--- src/hdl/svr_pkg.sv ---
package svr_pkg;

   localparam logic [1:0] CMD_TICK   = 2'd0;
   localparam logic [1:0] CMD_TARGET = 2'd1;
   localparam logic [1:0] CMD_FORCE  = 2'd2;

   localparam logic [2:0] REG_MAX_SPEED       = 3'd0;
   localparam logic [2:0] REG_ACCEL           = 3'd1;
   localparam logic [2:0] REG_TRACK_POSITION  = 3'd2;
   localparam logic [2:0] REG_DEADZONE_ENABLE = 3'd3;
   localparam logic [2:0] REG_DEADZONE        = 3'd4;
   localparam logic [2:0] REG_PULSE_STOP      = 3'd5;
   localparam logic [2:0] REG_PULSE_MIN       = 3'd6;
   localparam logic [2:0] REG_PULSE_MAX       = 3'd7;

   localparam int DT_BITS   = 16;
   localparam int CSR_BITS  = 19;

   typedef struct packed {
      logic latch;
      logic apply;
      logic mul_speed;
      logic mul_accel;
      logic integrate;
      logic capture_pos;
      logic ramp;
      logic test;
      logic div_start;
      logic snap_speed;
      logic pulse;
      logic out_load;
   } ctl_cmd_type;

   typedef struct packed {
      logic is_tick;
      logic track;
      logic at_goal;
      logic dt_zero;
      logic overshoot;
      logic div_done;
      logic out_free;
   } ctl_stat_type;

endpackage

--- src/hdl/svr_divider.sv ---
module svr_divider #(
   parameter int NW = 40
) (
   input  logic                             clock,
   input  logic                             reset,
   input  logic                             start,
   input  logic [NW-1:0]                    numer,
   input  logic [svr_pkg::DT_BITS-1:0]      denom,
   output logic [NW-1:0]                    quot,
   output logic                             done
);

   localparam int DW = svr_pkg::DT_BITS;
   localparam int CW = $clog2(NW + 1);

   logic [NW-1:0] quot_ff, quot_in;
   logic [DW:0]   rem_ff, rem_in;
   logic [DW-1:0] den_ff, den_in;
   logic [CW-1:0] cnt_ff, cnt_in;
   logic          busy_ff, busy_in;
   logic          done_ff, done_in;
   logic [DW+1:0] shifted;
   logic [DW+1:0] trial;

   always_comb begin
      shifted = {rem_ff, quot_ff[NW-1]};
      trial   = shifted - {2'b00, den_ff};
   end

   // Restoring division, one quotient bit per cycle.
   always_comb begin
      quot_in = quot_ff;
      rem_in  = rem_ff;
      den_in  = den_ff;
      cnt_in  = cnt_ff;
      busy_in = busy_ff;
      done_in = done_ff;
      if (start) begin
         quot_in = numer;
         rem_in  = '0;
         den_in  = denom;
         cnt_in  = CW'(NW);
         busy_in = 1'b1;
         done_in = 1'b0;
      end else if (busy_ff) begin
         if (trial[DW+1]) begin
            rem_in  = shifted[DW:0];
            quot_in = {quot_ff[NW-2:0], 1'b0};
         end else begin
            rem_in  = trial[DW:0];
            quot_in = {quot_ff[NW-2:0], 1'b1};
         end
         cnt_in = cnt_ff - 1'b1;
         if (cnt_ff == CW'(1)) begin
            busy_in = 1'b0;
            done_in = 1'b1;
         end
      end
   end

   always_ff @(posedge clock) begin
      if (reset) begin
         busy_ff <= 1'b0;
         done_ff <= 1'b0;
         cnt_ff  <= '0;
      end else begin
         busy_ff <= busy_in;
         done_ff <= done_in;
         cnt_ff  <= cnt_in;
      end
      quot_ff <= quot_in;
      rem_ff  <= rem_in;
      den_ff  <= den_in;
   end

   assign quot = quot_ff;
   assign done = done_ff;

endmodule

--- src/hdl/svr_controller.sv ---
module svr_controller (
   input  logic                  clock,
   input  logic                  reset,
   input  logic                  req_tvalid,
   output logic                  req_tready,
   input  svr_pkg::ctl_stat_type stat,
   output svr_pkg::ctl_cmd_type  cmd
);

   localparam logic [3:0] ST_IDLE     = 4'd0;
   localparam logic [3:0] ST_DISPATCH = 4'd1;
   localparam logic [3:0] ST_INTEG    = 4'd2;
   localparam logic [3:0] ST_MULSTEP  = 4'd3;
   localparam logic [3:0] ST_RAMP     = 4'd4;
   localparam logic [3:0] ST_AHEAD    = 4'd5;
   localparam logic [3:0] ST_TEST     = 4'd6;
   localparam logic [3:0] ST_DIV      = 4'd7;
   localparam logic [3:0] ST_PULSE    = 4'd8;
   localparam logic [3:0] ST_DONE     = 4'd9;

   logic [3:0] state_ff, state_in;

   always_comb begin
      state_in   = state_ff;
      cmd        = '0;
      req_tready = 1'b0;
      unique case (state_ff)
         ST_IDLE: begin
            req_tready = 1'b1;
            if (req_tvalid) begin
               cmd.latch = 1'b1;
               state_in  = ST_DISPATCH;
            end
         end
         ST_DISPATCH: begin
            if (stat.is_tick) begin
               cmd.mul_speed = 1'b1;
               state_in      = ST_INTEG;
            end else begin
               cmd.apply = 1'b1;
               state_in  = ST_PULSE;
            end
         end
         ST_INTEG: begin
            cmd.integrate = 1'b1;
            state_in      = ST_MULSTEP;
         end
         ST_MULSTEP: begin
            cmd.mul_accel   = 1'b1;
            cmd.capture_pos = 1'b1;
            state_in        = ST_RAMP;
         end
         ST_RAMP: begin
            cmd.ramp = 1'b1;
            if (stat.track && !stat.at_goal && !stat.dt_zero) begin
               state_in = ST_AHEAD;
            end else begin
               state_in = ST_PULSE;
            end
         end
         ST_AHEAD: begin
            cmd.mul_speed = 1'b1;
            state_in      = ST_TEST;
         end
         ST_TEST: begin
            cmd.test = 1'b1;
            if (stat.overshoot) begin
               cmd.div_start = 1'b1;
               state_in      = ST_DIV;
            end else begin
               state_in = ST_PULSE;
            end
         end
         ST_DIV: begin
            if (stat.div_done) begin
               cmd.snap_speed = 1'b1;
               state_in       = ST_PULSE;
            end
         end
         ST_PULSE: begin
            cmd.pulse = 1'b1;
            state_in  = ST_DONE;
         end
         ST_DONE: begin
            if (stat.out_free) begin
               cmd.out_load = 1'b1;
               state_in     = ST_IDLE;
            end
         end
         default: begin
            state_in = ST_IDLE;
         end
      endcase
   end

   always_ff @(posedge clock) begin
      if (reset) begin
         state_ff <= ST_IDLE;
      end else begin
         state_ff <= state_in;
      end
   end

endmodule

--- src/hdl/svr_datapath.sv ---
module svr_datapath #(
   parameter int FRACTION_BITS = 8,
   parameter int POSITION_BITS = 16
) (
   input  logic                           clock,
   input  logic                           reset,
   input  logic [1:0]                     req_cmd,
   input  logic [15:0]                    req_dt,
   input  logic signed [15:0]             req_value,
   input  logic                           csr_we,
   input  logic [2:0]                     csr_index,
   input  logic [svr_pkg::CSR_BITS-1:0]   csr_data,
   input  svr_pkg::ctl_cmd_type           cmd,
   output svr_pkg::ctl_stat_type          stat,
   input  logic                           rsp_tready,
   output logic                           rsp_tvalid,
   output logic [47:0]                    rsp_tdata
);

   localparam int F    = FRACTION_BITS;
   localparam int P    = POSITION_BITS;
   localparam int PW   = (P > 16) ? P : 16;
   localparam int AW   = PW + F;
   localparam int NW   = PW + F + 16;
   localparam int CW   = (((NW + 1) > 48) ? (NW + 1) : 48) + 1;
   localparam int SUMW = ((AW > 32) ? AW : 32) + 1;
   localparam int PLW  = 36;

   localparam logic signed [SUMW-1:0] ACC_HI = SUMW'((64'sd1 <<< (P - 1 + F)) - 64'sd1);
   localparam logic signed [SUMW-1:0] ACC_LO = -ACC_HI - SUMW'(1);
   localparam logic signed [PW:0]     VAL_HI = (PW + 1)'((64'sd1 <<< (P - 1)) - 64'sd1);
   localparam logic signed [PW:0]     VAL_LO = -VAL_HI - (PW + 1)'(1);

   // Configuration registers.
   logic signed [18:0] max_speed_ff;
   logic [17:0]        accel_ff;
   logic               track_ff, dz_en_ff;
   logic [9:0]         deadzone_ff;
   logic [11:0]        pulse_stop_ff, pulse_min_ff, pulse_max_ff;

   // Item and state registers.
   logic [1:0]            cmd_ff;
   logic [15:0]           dt_ff;
   logic signed [15:0]    val_ff;
   logic signed [AW-1:0]  accum_ff, accum_in;
   logic signed [31:0]    speed_ff, speed_in;
   logic signed [15:0]    target_ff, target_in;
   logic signed [47:0]    prod_ff;
   logic signed [PW-1:0]  pos_ff, pos_in;
   logic                  dir_pos_ff, dir_pos_in, dir_neg_ff, dir_neg_in;
   logic                  snap_ff, snap_in;
   logic                  div_neg_ff, div_neg_in;
   logic [11:0]           pulse_ff, pulse_in;
   logic                  rsp_valid_ff, rsp_valid_in;
   logic [47:0]           rsp_data_ff, rsp_data_in;

   // Shared multiplier.
   logic signed [32:0]    mul_a;
   logic signed [16:0]    mul_b;
   logic signed [49:0]    mul_p;

   logic signed [AW-1:0]  acc_rnd;
   logic signed [PW-1:0]  pos_now;
   logic signed [PW:0]    tgt_ext;
   logic signed [SUMW-1:0] acc_sum;
   logic signed [19:0]    goal;
   logic signed [33:0]    sp_up, sp_dn, sp_ext, goal_ext;
   logic signed [PW:0]    diff;
   logic [PW:0]           diff_mag;
   logic signed [CW-1:0]  dist_scaled, prod_ext;
   logic                  overshoot;
   logic [NW-1:0]         div_num, div_q;
   logic                  div_done;
   logic signed [31:0]    snap_speed;
   logic [32:0]           speed_mag;
   logic signed [PLW-1:0] pulse_wide, pulse_floor;
   logic signed [PLW-1:0] pmin_ext, pmax_ext;
   logic signed [PW:0]    val_ext, val_clamped;
   logic signed [PW:0]    dist_now;

   always_comb begin
      mul_a = cmd.mul_accel ? $signed({15'd0, accel_ff}) : 33'(speed_ff);
      mul_b = $signed({1'b0, dt_ff});
      mul_p = mul_a * mul_b;
   end

   // Whole position, truncated toward zero.
   always_comb begin
      acc_rnd = accum_ff + (accum_ff[AW-1] ? AW'((64'd1 << F) - 64'd1) : AW'(0));
      pos_now = $signed(acc_rnd[AW-1:F]);
      tgt_ext = (PW + 1)'(target_ff);
      acc_sum = SUMW'(accum_ff) + SUMW'($signed(prod_ff[47:16]));
   end

   always_comb begin
      goal     = dir_pos_ff ? 20'(max_speed_ff) :
                 (dir_neg_ff ? -20'(max_speed_ff) : 20'sd0);
      sp_ext   = 34'(speed_ff);
      goal_ext = 34'(goal);
      sp_up    = sp_ext + $signed({16'd0, prod_ff[33:16]});
      sp_dn    = sp_ext - $signed({16'd0, prod_ff[33:16]});
   end

   always_comb begin
      diff        = tgt_ext - (PW + 1)'(pos_ff);
      diff_mag    = diff[PW] ? (PW + 1)'(-diff) : diff;
      dist_scaled = CW'(diff) <<< (F + 16);
      prod_ext    = CW'(prod_ff);
      overshoot   = dir_pos_ff ? (prod_ext > dist_scaled) : (prod_ext < dist_scaled);
      div_num     = {diff_mag[PW-1:0], (F + 16)'(0)};
   end

   svr_divider #(.NW(NW)) u_div (
      .clock (clock),
      .reset (reset),
      .start (cmd.div_start),
      .numer (div_num),
      .denom (dt_ff),
      .quot  (div_q),
      .done  (div_done)
   );

   always_comb begin
      if (div_neg_ff) begin
         snap_speed = (div_q > NW'(64'h8000_0000)) ? 32'sh8000_0000 : -$signed(div_q[31:0]);
      end else begin
         snap_speed = (div_q > NW'(64'h7FFF_FFFF)) ? 32'sh7FFF_FFFF : $signed(div_q[31:0]);
      end
   end

   always_comb begin
      speed_mag   = speed_ff[31] ? 33'(-(33'(speed_ff))) : 33'(speed_ff);
      pulse_wide  = (PLW'($signed({1'b0, pulse_stop_ff})) <<< (F + 1)) +
                    PLW'(3) * PLW'(speed_ff);
      pulse_floor = pulse_wide >>> (F + 1);
      pmin_ext    = PLW'($signed({1'b0, pulse_min_ff}));
      pmax_ext    = PLW'($signed({1'b0, pulse_max_ff}));
      val_ext     = (PW + 1)'(val_ff);
      if (val_ext > VAL_HI) begin
         val_clamped = VAL_HI;
      end else if (val_ext < VAL_LO) begin
         val_clamped = VAL_LO;
      end else begin
         val_clamped = val_ext;
      end
      dist_now = tgt_ext - (PW + 1)'(pos_now);
   end

   always_comb begin
      accum_in     = accum_ff;
      speed_in     = speed_ff;
      target_in    = target_ff;
      pos_in       = pos_ff;
      dir_pos_in   = dir_pos_ff;
      dir_neg_in   = dir_neg_ff;
      snap_in      = snap_ff;
      div_neg_in   = div_neg_ff;
      pulse_in     = pulse_ff;
      rsp_valid_in = rsp_valid_ff && !rsp_tready;
      rsp_data_in  = rsp_data_ff;

      if (cmd.latch) begin
         snap_in = 1'b0;
      end
      if (cmd.apply) begin
         if (cmd_ff == svr_pkg::CMD_TARGET) begin
            target_in = val_ff;
         end else if (cmd_ff == svr_pkg::CMD_FORCE) begin
            accum_in = {val_clamped[PW-1:0], F'(0)};
         end
      end
      if (cmd.integrate && track_ff) begin
         priority if (acc_sum > ACC_HI) begin
            accum_in = AW'(ACC_HI);
         end else if (acc_sum < ACC_LO) begin
            accum_in = AW'(ACC_LO);
         end else begin
            accum_in = AW'(acc_sum);
         end
      end
      if (cmd.capture_pos) begin
         pos_in     = pos_now;
         dir_pos_in = (PW + 1)'(pos_now) < tgt_ext;
         dir_neg_in = (PW + 1)'(pos_now) > tgt_ext;
      end
      if (cmd.ramp) begin
         if (track_ff && !dir_pos_ff && !dir_neg_ff) begin
            speed_in = '0;
         end else if (sp_ext < goal_ext) begin
            speed_in = (sp_up > goal_ext) ? 32'(goal) : 32'(sp_up);
         end else if (sp_ext > goal_ext) begin
            speed_in = (sp_dn < goal_ext) ? 32'(goal) : 32'(sp_dn);
         end
      end
      if (cmd.test && overshoot) begin
         accum_in   = AW'($signed({target_ff, F'(0)}));
         pos_in     = PW'(target_ff);
         snap_in    = 1'b1;
         div_neg_in = diff[PW];
      end
      if (cmd.snap_speed) begin
         speed_in = snap_speed;
      end
      if (cmd.pulse) begin
         priority if (dz_en_ff && speed_mag < 33'({deadzone_ff, F'(0)})) begin
            if ({1'b0, pulse_stop_ff} < {1'b0, pulse_min_ff}) begin
               pulse_in = pulse_min_ff;
            end else if (pulse_stop_ff > pulse_max_ff) begin
               pulse_in = pulse_max_ff;
            end else begin
               pulse_in = pulse_stop_ff;
            end
         end else if (pulse_floor < pmin_ext) begin
            pulse_in = pulse_min_ff;
         end else if (pulse_floor > pmax_ext) begin
            pulse_in = pulse_max_ff;
         end else begin
            pulse_in = pulse_floor[11:0];
         end
         // A snap lands exactly on the target, so the speed stops afterwards.
         if (snap_ff) begin
            speed_in = '0;
         end
      end
      if (cmd.out_load) begin
         rsp_valid_in = 1'b1;
         rsp_data_in  = {2'b00, (tgt_ext == (PW + 1)'(pos_now)), dist_now[16:0],
                         pos_now[15:0], pulse_ff};
      end
   end

   always_ff @(posedge clock) begin
      if (reset) begin
         max_speed_ff  <= 19'sd25600;
         accel_ff      <= 18'd2560;
         track_ff      <= 1'b1;
         dz_en_ff      <= 1'b0;
         deadzone_ff   <= 10'd20;
         pulse_stop_ff <= 12'd1500;
         pulse_min_ff  <= 12'd1000;
         pulse_max_ff  <= 12'd2000;
         accum_ff      <= '0;
         speed_ff      <= '0;
         target_ff     <= '0;
         rsp_valid_ff  <= 1'b0;
         snap_ff       <= 1'b0;
      end else begin
         if (csr_we) begin
            unique case (csr_index)
               svr_pkg::REG_MAX_SPEED:       max_speed_ff  <= $signed(csr_data[18:0]);
               svr_pkg::REG_ACCEL:           accel_ff      <= csr_data[17:0];
               svr_pkg::REG_TRACK_POSITION:  track_ff      <= csr_data[0];
               svr_pkg::REG_DEADZONE_ENABLE: dz_en_ff      <= csr_data[0];
               svr_pkg::REG_DEADZONE:        deadzone_ff   <= csr_data[9:0];
               svr_pkg::REG_PULSE_STOP:      pulse_stop_ff <= csr_data[11:0];
               svr_pkg::REG_PULSE_MIN:       pulse_min_ff  <= csr_data[11:0];
               svr_pkg::REG_PULSE_MAX:       pulse_max_ff  <= csr_data[11:0];
               default: begin
               end
            endcase
         end
         accum_ff     <= accum_in;
         speed_ff     <= speed_in;
         target_ff    <= target_in;
         rsp_valid_ff <= rsp_valid_in;
         snap_ff      <= snap_in;
      end
      if (cmd.latch) begin
         cmd_ff <= req_cmd;
         dt_ff  <= req_dt;
         val_ff <= req_value;
      end
      if (cmd.mul_speed || cmd.mul_accel) begin
         prod_ff <= mul_p[47:0];
      end
      pos_ff      <= pos_in;
      dir_pos_ff  <= dir_pos_in;
      dir_neg_ff  <= dir_neg_in;
      div_neg_ff  <= div_neg_in;
      pulse_ff    <= pulse_in;
      rsp_data_ff <= rsp_data_in;
   end

   always_comb begin
      stat.is_tick   = (cmd_ff == svr_pkg::CMD_TICK);
      stat.track     = track_ff;
      stat.at_goal   = !dir_pos_ff && !dir_neg_ff;
      stat.dt_zero   = (dt_ff == '0);
      stat.overshoot = overshoot;
      stat.div_done  = div_done;
      stat.out_free  = !rsp_valid_ff || rsp_tready;
   end

   assign rsp_tvalid = rsp_valid_ff;
   assign rsp_tdata  = rsp_data_ff;

endmodule

--- src/hdl/servo_velocity_ramp_to_target.sv ---
// Sequence: a set-target or force-position word goes through the dispatch, pulse and done
// states; a tick also integrates and ramps the speed, then may look ahead and test for an
// overshoot, and when it snaps to the target it waits on the bit-serial divider.
// Throughput: one word at a time, so the next word is taken in the cycle after the answer
// is registered; a waiting answer does not hold off the next word.
// Reset (synchronous, active high) restores register defaults and zeroes position,
// speed and target.
module servo_velocity_ramp_to_target #(
   parameter int FRACTION_BITS = 8,
   parameter int POSITION_BITS = 16
) (
   input  logic        clock,
   input  logic        reset,
   input  logic        req_tvalid,
   output logic        req_tready,
   input  logic [31:0] req_tdata,   // delta_time[15:0], value[31:16]
   input  logic [1:0]  req_tuser,   // cmd[1:0]
   output logic        rsp_tvalid,
   input  logic        rsp_tready,
   output logic [47:0] rsp_tdata,   // pulse_width[11:0], position[27:12],
                                    // distance_to_go[44:28], at_target[45], zero[47:46]
   input  logic        csr_valid,
   output logic        csr_ready,
   input  logic [2:0]  csr_index,
   input  logic [18:0] csr_data
);

   svr_pkg::ctl_cmd_type  cmd;
   svr_pkg::ctl_stat_type stat;

   assign csr_ready = 1'b1;

   svr_controller u_ctl (
      .clock      (clock),
      .reset      (reset),
      .req_tvalid (req_tvalid),
      .req_tready (req_tready),
      .stat       (stat),
      .cmd        (cmd)
   );

   svr_datapath #(
      .FRACTION_BITS (FRACTION_BITS),
      .POSITION_BITS (POSITION_BITS)
   ) u_dp (
      .clock      (clock),
      .reset      (reset),
      .req_cmd    (req_tuser),
      .req_dt     (req_tdata[15:0]),
      .req_value  ($signed(req_tdata[31:16])),
      .csr_we     (csr_valid && csr_ready),
      .csr_index  (csr_index),
      .csr_data   (csr_data),
      .cmd        (cmd),
      .stat       (stat),
      .rsp_tready (rsp_tready),
      .rsp_tvalid (rsp_tvalid),
      .rsp_tdata  (rsp_tdata)
   );

endmodule

--- config.mk ---
export PLATFORM = sky130hd
export DESIGN_NAME = servo_velocity_ramp_to_target
export DESIGN_NICKNAME = d
export VERILOG_FILES = /design/src/hdl/svr_pkg.sv /design/src/hdl/svr_divider.sv /design/src/hdl/svr_controller.sv /design/src/hdl/svr_datapath.sv /design/src/hdl/servo_velocity_ramp_to_target.sv
export SDC_FILE = /design/constraint.sdc
export NUM_CORES = 2
export LEC_CHECK = 0
export BUFFER_PORTS_ARGS = -buffer_cell sky130_fd_sc_hd__buf_4
export CORE_UTILIZATION = 60
export DETAILED_ROUTE_END_ITERATION = 7
export PLACE_DENSITY = 0.77
export SYNTH_ARGS = -nofsm -noshare
export SYNTH_HDL_FRONTEND = slang
export SYNTH_SLANG_ARGS = --single-unit
--- constraint.sdc ---
create_clock -name clock -period 22.4 [get_ports clock]
set_input_delay 2.24 -clock clock [delete_from_list [all_inputs] [get_ports clock]]
set_output_delay 2.24 -clock clock [all_outputs]
set_load 0.01 [all_outputs]
==> flow_summary_export.csv <==
group,metric,value,unit
routing,wl_per_cell,22.6,µm
cts,htree_num_levels,2,
setup_path,cp.arrival,9.09,ns
die,die_width,293,µm
grt,overflow,0,
routing,met1_length,66.5,mm
setup_path,cpLargestDelayFamily,"adder cells",
die,die_h,293,µm
sta,setup_viol,0,
finish,final_nets,7065,
synth,synth_compound_area_frac,0.156,
finish,regArea,9980,µm²
routing,drc,0,
sta,rsz0062_at_grt,"no",
routing,wirelength,162,mm
setup_path,cp_cell_sequence,"nor2_1, nand3_2, clkinv_1, buf_4, nor2_1, nand2_1, fa_1, fa_1, fa_1, inv_1, fa_1, fa_1, inv_1, fa_1, inv_1, ha_1, and3_1, o211a_1, a221oi_1, a2111oi_0, or2_2, a311o_1, a221oi_1, xnor2_1",
cts,ctsHoldBuffers,0,
finish,area_delta_synth_final,7.32,%
setup_path,crit_top_cell,"fa_1",
power,ir_worst_vdd,0.0000640,V
power,p_leak,25.9,nW
setup_path,start_kind,"flop",
routing,drt_iter0_drc,4960,
synth,synth_edf_count,191,
cts,cts_tree,"done",
power,p_int,1.45,mW
cts,cts-buffers-inserted,49,
setup_path,critical_path.slowest_cell,"nor2_1",
power,switching_share,0.318,
die,fp.coreArea,83800,µm²
cts,cts-root-buf,"clkbuf_16",
grt,grt_max_degree,81,
cts,cts_setup_buffers,0,
placement,place_congestion,0.999,
routing,wl_met3,17.7,mm
power,p_comb_frac,0.215,
synth,synth_xor_xnor_area_share,0.0354,
cts,insertion_delay,0.64,ns
die,fp-row-count,106,
synth,synth_seq_area_share,0.196,
placement,dp.cells,7058,
synth,synth_top_family_by_area,"adder cells",
synth,syn_area_per_cell,8.52,µm²
synth,synthCells,5974,
setup_path,worstPathMaxFanout,51,
placement,hpwl,125,mm
power,pwr-share-seq,0.395,
synth,synthSimpleGateAreaFrac,0.181,
sta,whs,0.419,ns
cts,clock_path_buffers,3,
finish,drive_above_1_share,0.0607,
synth,yosysWarnings,0,
synth,yosysMostFrequentCell,"inv_1",
cts,ctsResizeCount,0,
sta,maxSlewViolCount,0,
cts,clock-sinks,403,
outcome,status,"complete, no violations",
sta,finalClockSkew,0.0300,ns
routing,wl_met2,70.3,mm
routing,maxUsedRoutingLayer,"met5",
sta,fin_crit_sh,0.389,
synth,ys_async_sr_fraction,0,
synth,yosys.area.top_type_share,0.198,
setup_path,worstPathRequired,22.77,ns
finish,utilization,0.652,
routing,firstDrtPassIters,6,
die,initial_core_util,0.607,
sta,fin_tns_setup,0,ns
setup_path,cp.buffers_inverters,5,
synth,synth_common_cells,"inv_1 (842), nand2_1 (695), ha_1 (525)",
cts,cts.clk_slew.worst_paths,0.07,ns
power,p_sw,0.675,mW
routing,num_vias,44900,
finish,multiInputGateArea,36900,µm²
synth,netlist_area,50900,µm²
sta,finalHoldViolCount,0,
placement,port_buffers,108,
die,ios,112,
sta,max_slew.worst_pin.slew,1.36,ns
die,dieArea,86000,µm²
setup_path,path_class,"reg -> reg",
routing,via_per_inst,6.28,
synth,ys_ff_latch,403,
setup_path,end_kind,"flop",
power,power.total,2.12,mW
finish,finalNonFillerCells,7152,
grt,grt_usage,0.376,
power,pwr-share-clk,0.390,
synth,ys_types,91,
flow_run,maxCapViolCount,0,
power,power_density,38.9,nW/µm²
sta,timing.fmax,0.115,GHz
grt,grt_pass1_vias,43800,
synth,synthAdderAreaFrac,0.327,
synth,muxShareOfSynthArea,0.0230,
synth,synth_area_leader_cell,"fa_1",
grt,grt_pass1_wl,250,mm
sta,slew_headroom,0.0879,
synth,ys.flop_type,"dfxtp_1",
sta,layout_min_cycle_time,8.71,ns
routing,ant_nets,0,
hold_path,hp-class,"reg -> reg",
setup_path,critical_path.max_stage_delay,0.93,ns
finish,fill_cells,7132,
grt,antenna_found_initial,4,
synth,ys_top_cells_by_area,"fa_1 (20%), ha_1 (13%), edfxtp_1 (11%)",
stage by stage:
step / setup WS [ns] / area [µm²]
floorplan: 13.29 / 50900
global placement: 13.72 / 53000
detailed placement: 13.60 / 53000
CTS: 13.57 / 54600
global route: 13.29 / 54600
finish: 13.69 / 54600
layout by cell type, fill, tap and decap left out, drive strengths merged, types with 43 or more instances in the layout:
cell and instances:
a211oi 56, a21o 113, a21oi 327, a31oi 51
and2 183, and3 112, buf 206, clkbuf 66
dfxtp 212, edfxtp 191, fa 503, ha 525
inv 845, mux2i 99, nand2 695, nand3 116
nand4 66, nor2 381, nor2b 51, nor3 107
nor4 46, o211ai 100, o21a 52, o21ai 213
xnor2 163, xor2 43
power groups by stage:
| stage | logic (mW) | registers, mW | clock network (mW) |
|---|---|---|---|
| 2_1_floorplan | 0.311 | 0.838 | 0 |
| 3_3_place_gp | 0.435 | 0.852 | 0 |
| 3_5_place_dp | 0.444 | 0.852 | 0 |
| 4_1_cts | 0.446 | 0.837 | 0.833 |
| 5_1_grt | 0.499 | 0.841 | 0.860 |
| 6_report | 0.457 | 0.839 | 0.828 |
per-layer routing:
layer	GRT usage	vias up
met3	0.0775	437
met4	0.152	6
met5	0	-
met2	0.577	2371
li1	-	20300
met1	0.520	21800
layout make-up:
class,instances,share of cell area
clock buffers,65,0.0249
diodes,2,0.0000916
repair buffers,207,0.0284
inverters,844,0.0580
multi-input cells,4471,0.675
well taps,1134,0.0260
flip-flops and latches,403,0.183
clock inverters,26,0.00504
worst paths after layout:
kind / depth (start not counted) / start / to / slack [ns]
max: 24 / u_ctl.state_ff[2] / u_dp.prod_ff[46] / 13.69
min: 0 / u_dp.pulse_ff[2] / u_dp.rsp_tdata[2] / 0.42
max reg2reg: 24 / u_ctl.state_ff[2] / u_dp.prod_ff[46] / 13.69
min reg2reg: 0 / u_dp.pulse_ff[2] / u_dp.rsp_tdata[2] / 0.42
cells by family (layout without fill, tap and decap cells):
logic type | Yosys count | in the layout
flip-flops | 403 | 403
multiplexers | 114 | 114
adder cells (fa/ha/maj) | 1028 | 1028
XOR/XNOR | 206 | 206
AND/OR/NAND/NOR | 1913 | 1913
AO/OA/AOI/OAI | 1207 | 1207
buffers and inverters | 1101 | 1142
other | 2 | 5
registers in the layout, indices dropped and copies added (netlist names), 16 cells and up:
register,flops
u_dp.accel_ff,18
u_dp.accum_ff,24
u_dp.dt_ff,16
u_dp.max_speed_ff,19
u_dp.pos_ff,16
u_dp.prod_ff,48
u_dp.rsp_tdata,46
u_dp.speed_ff,32
u_dp.target_ff,16
u_dp.u_div.den_ff,16
u_dp.u_div.quot,40
u_dp.u_div.rem_ff,17
u_dp.val_ff,16
Power figures use the tool's default switching activity.
